### config.mk
export PLATFORM = sky130hd
export DESIGN_NAME = arrb_fifo
export DESIGN_NICKNAME = d
export VERILOG_FILES = /design/src/hdl/arrb_pkg.sv /design/src/hdl/arrb_fifo.sv
export SDC_FILE = /design/constraint.sdc
export NUM_CORES = 1
export LEC_CHECK = 0
export ABC_AREA = 1
export CORE_MARGIN = 4
export CORE_UTILIZATION = 55
export CTS_BUF_LIST = sky130_fd_sc_hd__clkbuf_4 sky130_fd_sc_hd__clkbuf_8
export DETAILED_ROUTE_END_ITERATION = 10
export DONT_BUFFER_PORTS = 1
export GPL_ROUTABILITY_DRIVEN = 0
export GPL_TIMING_DRIVEN = 1
export HOLD_SLACK_MARGIN = 0.12
export PLACE_DENSITY_LB_ADDON = 0.1
export SETUP_SLACK_MARGIN = 0.5
export SLEW_MARGIN = 10
export SYNTH_ARGS = -nofsm -noshare
export SYNTH_HDL_FRONTEND = slang
export SYNTH_SLANG_ARGS = --single-unit
### constraint.sdc
create_clock -name i_clk -period 19.9 [get_ports i_clk]
set_clock_uncertainty 0.1 [all_clocks]
set_input_delay 0.995 -clock i_clk [delete_from_list [all_inputs] [get_ports i_clk]]
set_output_delay 0.995 -clock i_clk [all_outputs]
set_load 0.02 [all_outputs]
### src/hdl/arrb_pkg.sv
// Shared types, action codes and sequence compare helpers for the retransmit ring.
package arrb_pkg;

    // Action codes carried in an input item
    localparam logic [2:0] ACT_PUSH   = 3'd0;
    localparam logic [2:0] ACT_PEEK   = 3'd1;
    localparam logic [2:0] ACT_COMMIT = 3'd2;
    localparam logic [2:0] ACT_ACK    = 3'd3;
    localparam logic [2:0] ACT_REWIND = 3'd4;
    localparam logic [2:0] ACT_CLEAR  = 3'd5;

    // Entries in the queue between front and back
    localparam int QUEUE_DEPTH = 2;

    typedef struct packed {
        logic [2:0]  action;
        logic [63:0] sample_low;
        logic [31:0] sample_high;
        logic [6:0]  max_count;
        logic [31:0] commit_base;
        logic [31:0] commit_count;
        logic [31:0] ack_mark;
    } t_in_item;

    typedef struct packed {
        logic        sample_valid;
        logic [31:0] sample_seq;
        logic [63:0] out_low;
        logic [31:0] out_high;
        logic [31:0] batch_base;
        logic [6:0]  batch_count;
        logic        last;
        logic [9:0]  pending;
        logic [9:0]  unacked;
        logic        gap_seen;
    } t_out_item;

    typedef enum logic [2:0] {
        OP_PUSH,
        OP_PEEK,
        OP_COMMIT,
        OP_ACK,
        OP_REWIND,
        OP_CLEAR,
        OP_NOP
    } t_op;

    // Classified command handed from front to back
    typedef struct packed {
        t_op         op;
        logic [95:0] payload;
        logic [6:0]  limit;
        logic [31:0] arg;
    } t_cmd;

    // a is after b in modular sequence order
    function automatic logic seq_after(input logic [31:0] a, input logic [31:0] b);
        logic [31:0] d;
        d = a - b;
        return (d != 32'd0) && !d[31];
    endfunction

    // a is at or after b in modular sequence order
    function automatic logic seq_not_before(input logic [31:0] a, input logic [31:0] b);
        logic [31:0] d;
        d = a - b;
        return !d[31];
    endfunction

endpackage

### src/hdl/arrb_fifo.sv
// Short command queue between the front end and the back end.
module arrb_fifo
    import arrb_pkg::*;
(
    input  logic i_clk,
    input  logic i_rst_n,
    input  logic i_push,
    input  t_cmd i_cmd,
    input  logic i_pop,
    output logic o_full,
    output logic o_avail,
    output t_cmd o_cmd
);

    localparam int PW = $clog2(QUEUE_DEPTH);
    localparam int CW = $clog2(QUEUE_DEPTH + 1);

    t_cmd            r_mem [QUEUE_DEPTH];
    logic [PW-1:0]   r_wptr;
    logic [PW-1:0]   r_rptr;
    logic [CW-1:0]   r_count;
    logic [PW-1:0]   n_wptr;
    logic [PW-1:0]   n_rptr;
    logic [CW-1:0]   n_count;

    assign o_full  = (r_count == CW'(QUEUE_DEPTH));
    assign o_avail = (r_count != '0);
    assign o_cmd   = r_mem[r_rptr];

    // Advance pointers and count
    always_comb begin
        n_wptr  = r_wptr;
        n_rptr  = r_rptr;
        n_count = r_count;
        if (i_push) begin
            n_wptr = (r_wptr == PW'(QUEUE_DEPTH - 1)) ? '0 : r_wptr + 1'b1;
        end
        if (i_pop) begin
            n_rptr = (r_rptr == PW'(QUEUE_DEPTH - 1)) ? '0 : r_rptr + 1'b1;
        end
        if (i_push && !i_pop) begin
            n_count = r_count + 1'b1;
        end else if (!i_push && i_pop) begin
            n_count = r_count - 1'b1;
        end
    end

    always_ff @(posedge i_clk) begin
        if (!i_rst_n) begin
            r_wptr  <= '0;
            r_rptr  <= '0;
            r_count <= '0;
        end else begin
            r_wptr  <= n_wptr;
            r_rptr  <= n_rptr;
            r_count <= n_count;
        end
    end

    // Hold queued items
    always_ff @(posedge i_clk) begin
        if (i_push) begin
            r_mem[r_wptr] <= i_cmd;
        end
    end

endmodule

**Word level (Yosys, flattened, before mapping)**

Memories as Yosys holds them, arrays and structs flattened. A register that Yosys moved wholly into a read port is not among the register bits.
Cells that the tools add are included.

- Output and inout bits: 140
- Bits of input ports: 142
- Word-level logic and storage cells: 23
- Bits in registers: 4
- Memories: 1
- Bits in writable memories: 276

Memory list:

| name | words | bits a word | rd ports | clocked after memory_dff | write ports | line | text |
|---|---|---|---|---|---|---|---|
| r_mem | 2 | 138 | 1 | 1 | 1 | arrb_fifo.sv:18 | `t_cmd r_mem [QUEUE_DEPTH];` |

- Add/subtract/negate cells: 4
- Muxes and demuxes: 8
- Reduce and logical (&&, ||, !) cells: 6
- Equal/unequal tests: 1

Operators by type and width:

| cell | count |
|---|---|
| $mux 1 | 6 |
| $mux 2 | 2 |
| $reduce_bool 2->1 | 2 |
| $add 1x1->1 const B | 2 |
| $add 2x1->2 const B | 1 |
| $eq 2x2->1 const B | 1 |
| $logic_and 1x1->1 | 2 |
| $logic_not 1->1 | 2 |
| $sub 2x1->2 const B | 1 |

**Logic depth before layout (Yosys ltp)**

- Depth in word-level cells: 4
- Mapped depth: 8

**Least setup slack after synthesis**

Ideal clock, no wire load.

- Path kind: input-to-reg
- From: input port i_push
- To: memory r_mem[0][0] (netlist name) (enable)
- Required time: 19.159 ns
- Path buffers: 0
- Arrival time: 6.806 ns
- Slack: 12.353 ns
- Cell stages on the path: 2
- Path through: inv_1 -> nor2_1

- Word-level cells in the longest chain between the ends: 2

RTL lines:

| element | line | text |
|---|---|---|
| from (decl) | arrb_fifo.sv:7 | `input logic i_push,` |
| $mux 1 | arrb_fifo.sv:62 | `if (i_push) begin` |
| $mux 1 (not written as such) | arrb_fifo.sv:63 | `r_mem[r_wptr] <= i_cmd;` |
| to (decl) | arrb_fifo.sv:18 |  |

Every way passes these cells.

==> impl_metrics.prom <==
# TYPE chip_impl_metric gauge
chip_impl_metric{name="clk_pin_slew",unit="ns"} 0.05
chip_impl_metric{name="via_per_inst",unit=""} 5.51
chip_impl_metric{name="core_region",unit="sq um"} 18100
chip_impl_metric{name="grt_max_degree",unit=""} 89
chip_impl_metric{name="crit_fanout",unit=""} 75
chip_impl_metric{name="wl_per_cell",unit="um"} 23.7
chip_impl_metric{name="timing_hold_violations_final",unit=""} 0
chip_impl_info{name="worstReg2RegEnd",value="r_mem[1][39]"} 1
chip_impl_metric{name="p_leak",unit="nW"} 3.70
chip_impl_metric{name="ios",unit=""} 282
chip_impl_metric{name="diodes",unit=""} 0
chip_impl_metric{name="ys_seq_area_share",unit="%"} 82.0
chip_impl_metric{name="cts-root-to-sink-buffers",unit=""} 3
chip_impl_metric{name="power_per_cell_area",unit="nW/um^2"} 110
chip_impl_metric{name="synth_top_area_share",unit="%"} 81.0
chip_impl_metric{name="fin_crit_period",unit="ns"} 3.94
chip_impl_metric{name="cts_num_sinks",unit=""} 281
chip_impl_metric{name="detailedRoute.firstIterationViolations",unit=""} 201
chip_impl_metric{name="avg_cell_area_syn",unit="sq um"} 22.1
chip_impl_metric{name="r2r_cells",unit=""} 3
chip_impl_metric{name="detail_route.wirelength",unit="um"} 18000
chip_impl_metric{name="route.detailed.drc",unit=""} 0
chip_impl_metric{name="syn-cell-area",unit="sq um"} 10200
chip_impl_metric{name="crit_buf_inv",unit=""} 1
chip_impl_info{name="critPathTopFamily",value="flip-flops"} 1
chip_impl_info{name="netlist_top_cells_area",value="sky130_fd_sc_hd__edfxtp_1 (81%), sky130_fd_sc_hd__mux2_2 (15%), sky130_fd_sc_hd__buf_6 (1.5%)"} 1
chip_impl_info{name="layout.cells.most_common",value="sky130_fd_sc_hd__edfxtp_1"} 1
chip_impl_metric{name="drtAntennaViolNets",unit=""} 0
chip_impl_metric{name="worst_skew_pair.late_latency",unit="ns"} 0.50
chip_impl_metric{name="regToRegSetupSlack",unit="ns"} 17.31
chip_impl_metric{name="worst_ir_drop_on_vdd",unit="uV"} 73.5
chip_impl_metric{name="cts.hold.buffers_added",unit=""} 0
chip_impl_metric{name="synthCells",unit=""} 464
chip_impl_metric{name="tightestPinTransition",unit="ns"} 1.19
chip_impl_metric{name="cts_buf_count",unit=""} 44
chip_impl_metric{name="die_h",unit="um"} 144
chip_impl_metric{name="synth-warning-count",unit=""} 0
chip_impl_metric{name="cts-resized-gates",unit=""} 0
chip_impl_metric{name="antenna_found_initial",unit=""} 0
chip_impl_info{name="rsz0062_at_grt",value="false"} 1
chip_impl_metric{name="setup-tns-final",unit="ns"} 0
chip_impl_metric{name="cp.required",unit="ns"} 18.81
chip_impl_metric{name="post-route-period-util",unit="%"} 19.8
chip_impl_info{name="worstSetupEndpointType",value="output port"} 1
chip_impl_metric{name="slew_headroom",unit="%"} 20.4
chip_impl_info{name="worstPathCellList",value="buf_4, mux2_2"} 1
chip_impl_metric{name="first_global_vias",unit=""} 4475
chip_impl_metric{name="die-area",unit="sq um"} 20800
chip_impl_info{name="synthDominantAreaCellType",value="sky130_fd_sc_hd__edfxtp_1"} 1
chip_impl_info{name="hold_path_class",value="flip-flop to flip-flop"} 1
chip_impl_info{name="cts_tree",value="done"} 1
chip_impl_metric{name="layout-area-overhead-vs-synth",unit="%"} 9.70
chip_impl_metric{name="finalCoreUtilization",unit="%"} 61.9
chip_impl_metric{name="finalSetupViolCount",unit=""} 0
chip_impl_metric{name="fillerInstances",unit=""} 1288
chip_impl_info{name="layout_common_cells",value="sky130_fd_sc_hd__edfxtp_1 (276), sky130_fd_sc_hd__mux2_2 (138), sky130_fd_sc_hd__clkbuf_8 (49)"} 1
chip_impl_metric{name="critical-path-max-stage-delay",unit="ns"} 0.90
chip_impl_metric{name="grt_remaining_overflow",unit=""} 0
chip_impl_info{name="critical_path.reg2reg.startpoint",value="r_wptr"} 1
chip_impl_metric{name="cts.htree.levels",unit=""} 2
chip_impl_metric{name="placedInstanceArea",unit="sq um"} 10400
chip_impl_metric{name="count_of_state_elements_after_synthesis",unit=""} 281
chip_impl_metric{name="fin_area",unit="sq um"} 11200
chip_impl_metric{name="drt_pre_antenna_iters",unit=""} 6
chip_impl_metric{name="finalMaxSlewViolations",unit=""} 0
chip_impl_metric{name="rows",unit=""} 49
chip_impl_info{name="ctsRootBufferMaster",value="sky130_fd_sc_hd__clkbuf_8"} 1
chip_impl_metric{name="synth.net_count",unit=""} 607
chip_impl_metric{name="die_x",unit="um"} 144
chip_impl_metric{name="fmax",unit="MHz"} 254
chip_impl_metric{name="min_path_cells",unit=""} 2
chip_impl_metric{name="numnets_final",unit=""} 642
chip_impl_metric{name="cp_num_cells",unit=""} 2
chip_impl_metric{name="global_route_wire_length_before_repair",unit="um"} 25200
chip_impl_metric{name="track_usage",unit="%"} 16.3
chip_impl_info{name="hold_path_startpoint",value="r_rptr"} 1
chip_impl_metric{name="portBuffers",unit=""} 0
chip_impl_info{name="category_of_the_most_critical_setup_path",value="flip-flop to output port"} 1
chip_impl_metric{name="initial_utilization",unit="%"} 56.4
chip_impl_metric{name="final_layout_size_suffix_gt1_share",unit="%"} 39.8
chip_impl_metric{name="detailroute.via_count",unit=""} 4172
chip_impl_metric{name="synthDistinctLibCells",unit=""} 13
chip_impl_metric{name="cts_post_setup_buffers_inserted",unit=""} 0
chip_impl_metric{name="cap_violations",unit=""} 0
chip_impl_info{name="setup.worst_path.start_class",value="flip-flop"} 1
chip_impl_metric{name="worst_ep_arrival_time",unit="ns"} 2.84
chip_impl_info{name="run_status",value="finished, final reports clean"} 1
chip_impl_info{name="cp_slowest_cell",value="sky130_fd_sc_hd__dfxtp_4"} 1
-- flip-flops by register name, summed over array words and instances, names as in the netlist, named ones only --
register	cells
r_count	2
r_mem	276
r_rptr	1
r_wptr	1
-- final cells by class --
cell class	instances	area (sq um)	area share [%]
tap	229	287	2.55
sequential	281	8390	74.8
timing repair buffer	4	30.0	0.268
inverter	8	32.5	0.290
clock inverter	13	52.6	0.468
multi-input combinational	160	1660	14.8
clock buffer	62	772	6.88
-- cell usage after synthesis --
master and number:
sky130_fd_sc_hd__nand3_1 1, sky130_fd_sc_hd__o21ai_0 1, sky130_fd_sc_hd__mux2_2 138, sky130_fd_sc_hd__buf_6 14, sky130_fd_sc_hd__inv_1 8, sky130_fd_sc_hd__nand2_1 9, sky130_fd_sc_hd__ha_1 1, sky130_fd_sc_hd__buf_2 1
sky130_fd_sc_hd__a21oi_1 1, sky130_fd_sc_hd__nand4_1 1, sky130_fd_sc_hd__dfxtp_1 5, sky130_fd_sc_hd__edfxtp_1 276, sky130_fd_sc_hd__nor2_1 8
-- worst max path at each step --
stage	start	endpoint	slack, ns
global placement	flip-flop	o_cmd[78]	16.52
detailed placement	flip-flop	o_cmd[78]	16.47
global route	flip-flop	o_cmd[10]	15.76
floorplan	i_push	r_mem[0][0]	12.35
CTS	flip-flop	o_cmd[78]	15.89
finish	flip-flop	o_cmd[99]	15.96
-- kinds of logic (layout without fill, tap and decap cells) --
| logic type | Yosys count | after routing | share of synthesized area (%) |
|---|---|---|---|
| adders and majority gates | 1 | 1 | 0.122 |
| buffers and inverters | 23 | 87 | 1.88 |
| and+or+nand+nor | 19 | 19 | 0.734 |
| AOI/OAI and AO/OA | 2 | 2 | 0.0977 |
| DFF | 281 | 281 | 82.0 |
| muxes | 138 | 138 | 15.2 |
-- per-stage QoR --
stage	cells	setup WS, ns	power (mW)	hold WS, ns
after floorplan	464	12.35	0.796	0.363
after global placement	682	16.52	0.804	0.377
after detailed placement	682	16.47	0.806	0.385
after CTS	757	15.89	1.25	0.403
after global routing	757	15.76	1.29	0.418
final	757	15.96	1.23	0.399
-- routing by layer --
| metal | up-vias | share of wire (%) | global-route usage, % | wire [um] |
|---|---|---|---|---|
| met5 | - | 0 | 0.239 | 0 |
| met4 | 0 | 2.0 | 5.89 | 362 |
| met3 | 28 | 15 | 10.5 | 2710 |
| met2 | 212 | 50 | 26.9 | 8970 |
| met1 | 2035 | 33 | 16.8 | 5920 |
| li1 | 1897 | - | - | - |
-- report_power, final --
part | switching (mW) | total (mW) | internal [mW]
combinational | 0.0665 | 0.0946 | 0.0281
sequential | 0.0105 | 0.697 | 0.687
clock | 0.194 | 0.442 | 0.248
-- worst min-delay path: stages, from the launching register on --
cell and delay [ns]:
sky130_fd_sc_hd__dfxtp_1 0.32, sky130_fd_sc_hd__nor2_1 0.06, sky130_fd_sc_hd__nor2_1 0.08
Power figures use the tool's default switching activity.
