File: config.mk
export PLATFORM = sky130hd
export DESIGN_NAME = arrb_front
export DESIGN_NICKNAME = d
export VERILOG_FILES = /design/src/hdl/arrb_pkg.sv /design/src/hdl/arrb_front.sv
export SDC_FILE = /design/constraint.sdc
export NUM_CORES = 1
export LEC_CHECK = 0
export BUFFER_PORTS_ARGS = -buffer_cell sky130_fd_sc_hd__buf_2
export CORE_AREA = 4 4 132 134
export DETAILED_ROUTE_END_ITERATION = 6
export DIE_AREA = 0 0 136 138
export GPL_ROUTABILITY_DRIVEN = 0
export PLACE_DENSITY = 0.56
export SLEW_MARGIN = 10
export SYNTH_ARGS = -nofsm -noshare
export SYNTH_HDL_FRONTEND = slang
export SYNTH_SLANG_ARGS = --single-unit
File: constraint.sdc
create_clock -name vclk -period 6.3
set_input_delay 1.26 -clock vclk [all_inputs]
set_output_delay 1.26 -clock vclk [all_outputs]
set_load 0.02 [all_outputs]
File: src/hdl/arrb_pkg.sv
// Shared types, action codes and sequence compare helpers for the retransmit ring.
package arrb_pkg;

    // Action codes carried in an input item
    localparam logic [2:0] ACT_PUSH   = 3'd0;
    localparam logic [2:0] ACT_PEEK   = 3'd1;
    localparam logic [2:0] ACT_COMMIT = 3'd2;
    localparam logic [2:0] ACT_ACK    = 3'd3;
    localparam logic [2:0] ACT_REWIND = 3'd4;
    localparam logic [2:0] ACT_CLEAR  = 3'd5;

    // Entries in the queue between front and back
    localparam int QUEUE_DEPTH = 2;

    typedef struct packed {
        logic [2:0]  action;
        logic [63:0] sample_low;
        logic [31:0] sample_high;
        logic [6:0]  max_count;
        logic [31:0] commit_base;
        logic [31:0] commit_count;
        logic [31:0] ack_mark;
    } t_in_item;

    typedef struct packed {
        logic        sample_valid;
        logic [31:0] sample_seq;
        logic [63:0] out_low;
        logic [31:0] out_high;
        logic [31:0] batch_base;
        logic [6:0]  batch_count;
        logic        last;
        logic [9:0]  pending;
        logic [9:0]  unacked;
        logic        gap_seen;
    } t_out_item;

    typedef enum logic [2:0] {
        OP_PUSH,
        OP_PEEK,
        OP_COMMIT,
        OP_ACK,
        OP_REWIND,
        OP_CLEAR,
        OP_NOP
    } t_op;

    // Classified command handed from front to back
    typedef struct packed {
        t_op         op;
        logic [95:0] payload;
        logic [6:0]  limit;
        logic [31:0] arg;
    } t_cmd;

    // a is after b in modular sequence order
    function automatic logic seq_after(input logic [31:0] a, input logic [31:0] b);
        logic [31:0] d;
        d = a - b;
        return (d != 32'd0) && !d[31];
    endfunction

    // a is at or after b in modular sequence order
    function automatic logic seq_not_before(input logic [31:0] a, input logic [31:0] b);
        logic [31:0] d;
        d = a - b;
        return !d[31];
    endfunction

endpackage

File: src/hdl/arrb_front.sv
// Front end: accepts input items and classifies them into back-end commands.
module arrb_front
    import arrb_pkg::*;
#(
    parameter int MAX_BATCH = 64
) (
    input  logic     i_start,
    input  logic     i_full,
    input  t_in_item i_item,
    output logic     o_busy,
    output logic     o_push,
    output t_cmd     o_cmd
);

    // Accept an item whenever the queue has room
    assign o_busy = i_full;
    assign o_push = i_start && !i_full;

    // Decode the action and precompute the operand the back end needs
    always_comb begin
        o_cmd.payload = {i_item.sample_high, i_item.sample_low};
        o_cmd.limit   = (i_item.max_count > 7'(MAX_BATCH)) ? 7'(MAX_BATCH)
                                                           : i_item.max_count;
        o_cmd.arg     = '0;
        case (i_item.action)
            ACT_PUSH: begin
                o_cmd.op = OP_PUSH;
            end
            ACT_PEEK: begin
                o_cmd.op = OP_PEEK;
            end
            ACT_COMMIT: begin
                o_cmd.op  = OP_COMMIT;
                o_cmd.arg = i_item.commit_base + i_item.commit_count;
            end
            ACT_ACK: begin
                o_cmd.op  = OP_ACK;
                o_cmd.arg = i_item.ack_mark + 32'd1;
            end
            ACT_REWIND: begin
                o_cmd.op = OP_REWIND;
            end
            ACT_CLEAR: begin
                o_cmd.op = OP_CLEAR;
            end
            default: begin
                o_cmd.op = OP_NOP;
            end
        endcase
    end

endmodule

---- After elaboration in Yosys (flattened, before gate mapping) ----
Cells that the tools add are included.
word-level totals
  bits in registers ....................... 0
  input bits .............................. 204
  word-level logic and storage cells ...... 14
cells by class
  add/sub/neg operators ................... 2
  magnitude comparators ................... 1
  eq/ne operators ......................... 5
  mux-type cells .......................... 3
  reduce and logical (&&, ||, !) cells .... 3
operators by type and width
  cell                                                             number
  32-bit case mux with 2 select lines                              1
  32-bit by 1-bit adder with 32-bit output, second input constant  1
  32-bit adder                                                     1
  3-bit case mux with 6 select lines                               1
  7-bit > comparator, second input constant                        1
  7-bit 2-to-1 mux                                                 1
  3-bit by 2-bit == test with 1-bit output, second input constant  2
  3-bit == test, second input constant                             2
  3-bit by 1-bit == test with 1-bit output, second input constant  1
  3-bit zero test                                                  1
  1-bit logical AND                                                1
  1-bit zero test                                                  1

---- Logic depth before layout (Yosys ltp) ----
Gate-level depths: netlist of run 1.
  word-level depth ........................ 2
  depth in mapped cells ................... 11
  gate-level depth less buffers ........... 11

---- Least setup slack after synthesis of run 1 ----
OpenSTA, ideal clock, no wires.
  path type ............................... input to output
  start point ............................. input port i_item[32] (netlist name)
  end point ............................... output port o_cmd[26] (netlist name)
  arrival ................................. 3.612 ns
  required time ........................... 5.040 ns
  slack ................................... 1.428 ns
  stages on the path ...................... 11
  path buffers ............................ 0
  path through ............................ ha_1 inv_1 fa_1 nor2b_2 o31a_1 o21ai_2 a211o_1 a21oi_4 o31ai_2 o211a_1 o32ai_1
RTL lines
  what         line              RTL
  from (decl)  arrb_front.sv:9   input t_in_item i_item,
  to (decl)    arrb_front.sv:12  output t_cmd o_cmd

==> impl_metrics.csv, run 1 <==
group,metric,value,unit
floorplan,row_count,47,
drt,vias_per_cell,4.77,
pwr,p_leak,1.73,nW
drt,first_pass_iters,4,
sta,slew_viol_final,0,
cells_and_area,fin_nets,763,
place,place_hpwl,10800,µm
floorplan,ios,344,
synthesis,ys_seq_area_share,0,%
setup_path,cp-start-kind,"primary input",
global_routing,track_usage,12.4,%
drt,antenna_left,0,
global_routing,grt_pass1_vias,3497,
floorplan,die_y,138,µm
place,placed_area,3590,µm²
setup_path,worst-path-max-fanout,5,
synthesis,postSynthCellCount,480,
setup_path,worstSetupEndpointType,"output port",
cells_and_area,final-seq-area,0,µm²
cells_and_area,fillers,1883,
floorplan,die_w,136,µm
cells_and_area,clkbuf_count,0,
global_routing,grt_pass1_wl,18900,µm
run_status,run_status,"finished clean",
drt,wl_met3,1230,µm
sta,fin_tns_setup,0,ns
pwr,ir_drop,0.0331,mV
drt,wl_met1,5130,µm
synthesis,synth.distinct_cells,62,
setup_path,arrival,3.97,ns
cts,cts_resized,0,
sta,fin_crit_sh,83.1,%
setup_path,required,5.04,ns
sta,setup_viol,0,
global_routing,grt_max_degree,33,
synthesis,syn_nets,717,
drt,initialDrtViolationCount,159,
cells_and_area,synthToLayoutAreaGrowth,8.22,%
synthesis,syn_avg_cell_area,6.92,µm²
drt,route.met2.wl,5780,µm
place,io_buffers,152,
floorplan,coreArea,16300,µm²
sta,tightest_slew,0.871,ns
min_path,hp-class,"in -> out",
drt,routedWlPerCell,16.9,µm
sta,max_freq,0.191,GHz
sta,hold_viol_final,0,
sta,relSlewSlack,41.4,%
floorplan,start_util,20.4,%
pwr,powerDensity,84.1,nW/µm²
flow_run,cap_violations,0,
sta,rsz0062_at_grt,"false",
drt,drc,0,
cells_and_area,antenna_cells,0,
sta,min_period,5.23,ns
global_routing,antenna_found_initial,3,
cts,post_cts.repair.setup_buffers,0,
drt,wirelength,12500,µm
synthesis,synth_area,3320,µm²
floorplan,dieArea,18800,µm²
cells_and_area,seq_cells,0,
global_routing,grt.overflow.total,0,
synthesis,yosysWarnings,0,
pwr,total_power,0.302,mW
cells_and_area,multi_input_area,2480,µm²
setup_path,crit_type,"in -> out",
cts,ctsHoldBuffers,0,
drt,routed-via-count,3547,
drt,highest_layer,"met5",
cells_and_area,final_area,3590,µm²
cells_and_area,final_layout_size_suffix_gt1_share,31.9,%
[layout make-up]
| class | instances | area share, % |
|---|---|---|
| Inverter | 13 | 1.36 |
| Multi-Input combinational cell | 356 | 69.2 |
| Tap cell | 220 | 7.66 |
| Timing Repair Buffer | 155 | 21.8 |
[where the power goes]
group | internal [mW] | switching [mW] | total, mW
clock | 0 | 0 | 0
combinational | 0.126 | 0.176 | 0.302
sequential | 0 | 0 | 0
[cell families after synthesis]
family,Yosys count,share of synthesized area (%)
AO/OA/AOI/OAI,127,26.3
adder cells (fa/ha/maj),33,12.7
AND/OR/NAND/NOR,148,23.2
XOR/XNOR,48,12.7
buffers and inverters,124,25.1
[final timing paths]
kind                        start         end  slack (ns)  cells past startpoint
worst max-delay path   i_item[32]   o_cmd[26]        1.07                     13
worst min-delay path  i_item[119]  o_cmd[119]        2.52                      0
[cells in the final DEF (no fill, tap or decap), types with 8 or more instances in the layout]
cell type | netlist | final
a21o_1 | 13 | 13
a21oi_1 | 29 | 29
buf_2 | 1 | 152
ha_1 | 32 | 32
inv_1 | 13 | 13
nand2_1 | 33 | 33
nand3_1 | 22 | 22
nand4_1 | 8 | 8
nor2_1 | 30 | 30
nor2b_1 | 10 | 10
o21ai_0 | 15 | 15
o22ai_1 | 20 | 20
xnor2_1 | 19 | 19
xor2_1 | 29 | 29
[through the flow]
stage / utilization (%) / hold slack, ns / setup WS (ns) / std cells
final: 22.1 / 2.52 / 1.07 / 744
after global routing: 22.1 / 2.52 / 0.844 / 744
after CTS: 22.1 / 2.52 / 1.07 / 744
after detailed placement: 22.1 / 2.52 / 1.07 / 744
after global placement: 22.1 / 2.52 / 1.12 / 744
after floorplan: - / 2.60 / 1.43 / 480
[cells in the mapped netlist (all sizes together) (8+ instances only)]
library cell  count  area, µm²
a21o             14        106
a21oi            30        161
buf             100        744
clkbuf           11       41.3
ha               32        400
inv              13       48.8
nand2            33        124
nand3            22        110
nand4             8       50.1
nor2             30        113
nor2b            11       71.3
o21ai            20        104
o22ai            20        125
xnor2            19        166
xor2             29        254
[metal layers]
| layer | up-vias | GRT usage, % |
|---|---|---|
| li1 | 1722 | - |
| met1 | 1600 | 15.4 |
| met2 | 173 | 21.0 |
| met3 | 46 | 3.20 |
| met4 | 6 | 3.40 |
| met5 | - | 0 |
[critical path: stages]
cell and delay (ns):
buf_2 0.10, ha_1 0.20, inv_1 0.07, fa_1 0.24
nor2b_2 0.06, o31a_1 0.26, o21ai_2 0.20, a211o_1 0.26
a21oi_4 0.10, o31ai_2 0.45, o22ai_1 0.16, o32ai_1 0.37
buf_2 0.23
(Power assumes the default switching activity.)
==> run 2, diff against run 1 <==
--- a/config.mk
+++ b/config.mk
@@ -6,9 +6,9 @@
 export NUM_CORES = 1
 export LEC_CHECK = 0
 export BUFFER_PORTS_ARGS = -buffer_cell sky130_fd_sc_hd__buf_2
-export CORE_AREA = 4 4 132 134
+export CORE_AREA = 4 4 133 135
 export DETAILED_ROUTE_END_ITERATION = 6
-export DIE_AREA = 0 0 136 138
+export DIE_AREA = 0 0 137 139
 export GPL_ROUTABILITY_DRIVEN = 0
 export PLACE_DENSITY = 0.56
 export SLEW_MARGIN = 10
==> constraint.sdc (replaced) <==
create_clock -name vclk -period 5.28
set_input_delay 1.056 -clock vclk [all_inputs]
set_output_delay 1.056 -clock vclk [all_outputs]
set_load 0.02 [all_outputs]
==> impl_metrics.csv, run 2 (synthesis results as in run 1) <==
group,metric,value,unit
global_routing,antenna_found_initial,2,
cts,ctsHoldBuffers,0,
drt,antenna_left,0,
floorplan,die_y,139,µm
cells_and_area,utilization,21.9,%
cells_and_area,seq_cells,0,
global_routing,grt_pass1_wl,18600,µm
place,io_buffers,152,
drt,initialDrtViolationCount,160,
pwr,powerDensity,100,nW/µm²
floorplan,die_w,137,µm
pwr,p_clk_share,0,%
sta,fin_crit_sh,91.3,%
global_routing,track_usage,12.1,%
cells_and_area,final_area,3610,µm²
floorplan,ios,344,
cells_and_area,final_layout_size_suffix_gt1_share,32.1,%
drt,wirelength,12500,µm
setup_path,worstSetupEndpointType,"output port",
sta,relSlewSlack,43.4,%
place,place_hpwl,10900,µm
cells_and_area,fin_nets,765,
setup_path,cp-start-kind,"primary input",
drt,routed-via-count,3511,
cells_and_area,most-common-layout-cells,"152 x buf_2, 33 x nand2_1, 32 x ha_1, 30 x nor2_1",
setup_path,worst-path-max-fanout,5,
cells_and_area,clkbuf_count,0,
setup_path,path_buf_inv,3,
global_routing,grt_max_degree,34,
sta,tightest_slew,0.846,ns
cells_and_area,layout_commonest_cell,"buf_2",
drt,first_pass_iters,4,
pwr,ir_drop,0.0395,mV
run_status,run_status,"finished clean",
sta,rsz0062_at_grt,"false",
cts,post_cts.repair.setup_buffers,0,
pwr,p_leak,1.75,nW
sta,min_period,4.82,ns
drt,drc,0,
sta,setup_viol,0,
pwr,comb_power_share,100.0,%
min_path,hp-class,"in -> out",
place,placed_area,3610,µm²
cells_and_area,fillers,1887,
drt,vias_per_cell,4.70,
setup_path,cpMaxStageDelayCell,"fa_1",
setup_path,max_stage_delay,0.41,ns
pwr,swShare,58.5,%
drt,routedWlPerCell,16.7,µm
sta,hold_slack,2.11,ns
setup_path,arrival,3.76,ns
flow_run,cap_violations,0,
pwr,internal_power,0.150,mW
floorplan,dieArea,19000,µm²
setup_path,required,4.22,ns
pwr,power_switching,0.211,mW
global_routing,grt.overflow.total,0,
setup_path,crit_type,"in -> out",
global_routing,grt_pass1_vias,3413,
sta,hold_viol_final,0,
cells_and_area,synthToLayoutAreaGrowth,8.74,%
cells_and_area,multi_input_area,2480,µm²
cts,cts_resized,0,
sta,max_freq,0.208,GHz
setup_path,crit_family,"compound AO/OA/AOI/OAI gates",
floorplan,start_util,20.2,%
pwr,seqPwrFrac,0,%
floorplan,coreArea,16500,µm²
sta,slew_viol_final,0,
floorplan,row_count,47,
cells_and_area,final-seq-area,0,µm²
sta,fin_tns_setup,0,ns
pwr,total_power,0.361,mW
setup_path,worstPathCellList,"buf_2 -> ha_1 -> inv_1 -> fa_1 -> nor2b_2 -> o31a_1 -> o21ai_2 -> a211o_1 -> a21oi_4 -> o41ai_2 -> o311a_1 -> a211o_1 -> buf_2",
[run 2: cell types whose count changed in the layout (fill, tap and decap cells not counted), sizes merged]
cell / previous run / this run
buf: 155 / 157
diode: 0 / 1
[run 2: area by class of cell]
cell class | count | area share (%)
antenna | 1 | 0.0693
tap | 220 | 7.63
multi-input combinational | 356 | 68.8
inverter | 13 | 1.35
timing repair buffer | 157 | 22.1
[run 2: final timing paths]
check | from | end | slack (ns) | cells after the start
setup / recovery | i_item[32] | o_cmd[28] | 0.46 | 13
hold / removal | i_item[113] | o_cmd[113] | 2.11 | 0
[run 2: power groups by stage]
stage / clock, mW / sequential, mW / combinational [mW]
after floorplan: 0 / 0 / 0.340
after CTS: 0 / 0 / 0.365
after global placement: 0 / 0 / 0.362
after detailed placement: 0 / 0 / 0.362
after global routing: 0.0000000254 / 0 / 0.402
final: 0.0000000255 / 0 / 0.361
[run 2: layer usage]
metal	vias to the layer above	routed length, µm	track usage [%]
met1	1574	5300	15.4
met5	-	12	0
met4	2	348	3.36
met3	44	1160	2.72
met2	168	5680	20.3
li1	1723	-	-
[run 2: metrics by stage]
step                std cells  setup slack, ns
floorplan                 480            0.816
global placement          746            0.469
detailed placement        746            0.435
CTS                       746            0.428
global route              747            0.270
finish                    747            0.462
==> run 3, diff against run 2 <==
--- a/config.mk
+++ b/config.mk
@@ -6,11 +6,12 @@
 export NUM_CORES = 1
 export LEC_CHECK = 0
 export BUFFER_PORTS_ARGS = -buffer_cell sky130_fd_sc_hd__buf_2
-export CORE_AREA = 4 4 133 135
+export CORE_AREA = 2 2 135 137
 export DETAILED_ROUTE_END_ITERATION = 6
 export DIE_AREA = 0 0 137 139
 export GPL_ROUTABILITY_DRIVEN = 0
-export PLACE_DENSITY = 0.56
+export GPL_TIMING_DRIVEN = 0
+export PLACE_DENSITY = 0.54
 export SLEW_MARGIN = 10
 export SYNTH_ARGS = -nofsm -noshare
 export SYNTH_HDL_FRONTEND = slang
==> impl_metrics.csv, run 3 (synthesis results as in run 1) <==
group,metric,value,unit
run_status,run_status,"finished clean",
drt,routedWlPerCell,14.8,µm
pwr,ir_drop,0.0438,mV
drt,first_pass_iters,4,
cells_and_area,synthToLayoutAreaGrowth,46.5,%
place,io_buffers,248,
setup_path,cp-start-kind,"primary input",
cts,post_cts.repair.setup_buffers,0,
cells_and_area,layout_commonest_cell,"buf_2",
sta,fin_crit_sh,93.3,%
global_routing,track_usage,13.7,%
pwr,p_leak,2.59,nW
floorplan,row_count,49,
floorplan,die_y,139,µm
global_routing,grt_pass1_wl,21100,µm
setup_path,worstPathCellList,"buf_2 -> ha_1 -> inv_1 -> fa_1 -> nor2b_2 -> o31a_1 -> o21ai_2 -> a211o_1 -> a21oi_4 -> o31ai_2 -> o22ai_1 -> o32ai_1 -> buf_2",
sta,hold_viol_final,0,
global_routing,antenna_found_initial,0,
cts,cts_resized,0,
sta,min_period,4.93,ns
sta,relSlewSlack,44.8,%
setup_path,worst-path-max-fanout,5,
flow_run,cap_violations,0,
cells_and_area,final_area,4860,µm²
floorplan,ios,344,
floorplan,coreArea,17700,µm²
cells_and_area,clkbuf_count,0,
setup_path,crit_family,"compound AO/OA/AOI/OAI gates",
global_routing,grt_max_degree,11,
cells_and_area,fillers,1998,
drt,antenna_left,0,
floorplan,dieArea,19000,µm²
sta,fin_tns_setup,0,ns
setup_path,crit_type,"in -> out",
setup_path,path_buf_inv,3,
sta,tightest_slew,0.822,ns
drt,initialDrtViolationCount,173,
sta,slew_viol_final,0,
min_path,hp-class,"in -> out",
global_routing,grt_pass1_vias,3917,
cts,ctsHoldBuffers,0,
drt,drc,0,
sta,setup_viol,0,
setup_path,cpMostUsedCell,"buf_2",
cells_and_area,most-common-layout-cells,"249 x buf_2, 99 x buf_4, 33 x nand2_1, 32 x ha_1, 30 x nor2_1",
sta,rsz0062_at_grt,"false",
drt,routed-via-count,4235,
setup_path,max_stage_delay,0.52,ns
cells_and_area,fin_nets,968,
floorplan,start_util,18.8,%
cells_and_area,final_layout_size_suffix_gt1_share,49.5,%
cells_and_area,seq_cells,0,
place,placed_area,4860,µm²
setup_path,worstSetupEndpointType,"output port",
cells_and_area,utilization,27.5,%
setup_path,arrival,3.87,ns
setup_path,required,4.22,ns
pwr,total_power,0.506,mW
floorplan,die_w,137,µm
pwr,powerDensity,104,nW/µm²
drt,vias_per_cell,4.42,
global_routing,grt.overflow.total,0,
drt,wirelength,14100,µm
sta,max_freq,0.203,GHz
cells_and_area,final-seq-area,0,µm²
place,place_hpwl,12600,µm
setup_path,cpMaxStageDelayCell,"o31ai_2",
sta,hold_slack,2.33,ns
run 3: cell count changes in the layout (fill, tap and decap cells not counted), sizes merged:
cell | previous run | this run
buf | 157 | 349
clkbuf | 0 | 11
run 3: cell type report:
| class | instances | area, µm² | area share (%) |
|---|---|---|---|
| antenna | 1 | 2.50 | 0.0515 |
| tap | 229 | 287 | 5.89 |
| inverter | 13 | 48.8 | 1.00 |
| timing repair buffer | 249 | 1250 | 25.7 |
| buffer | 111 | 786 | 16.2 |
| multi-input combinational | 356 | 2490 | 51.2 |
run 3: stage by stage:
stage | setup slack (ns) | cells
after floorplan | 0.816 | 480
after global placement | 0.336 | 957
final | 0.353 | 959
after detailed placement | 0.361 | 958
after CTS | 0.351 | 958
after global routing | 0.170 | 958
run 3: worst paths after layout:
| kind | from | end | slack [ns] | cells past startpoint |
|---|---|---|---|---|
| hold / removal | i_item[180] | o_cmd[84] | 2.33 | 2 |
| setup / recovery | i_item[32] | o_cmd[26] | 0.35 | 13 |
run 3: routing by layer:
layer  global-route usage (%)  vias up  wire length (µm)
met5                        0        -                 0
met4                    0.488        0                26
met3                     1.32        2              1110
met2                     25.4      220              7000
met1                     17.9     1878              6010
li1                         -     2135                 -
run 3: power breakdown:
| group | internal [mW] | total (mW) | switching (mW) |
|---|---|---|---|
| sequential | 0 | 0 | 0 |
| clock | 0.0000000255 | 0.0000000255 | 0 |
| combinational | 0.221 | 0.506 | 0.285 |
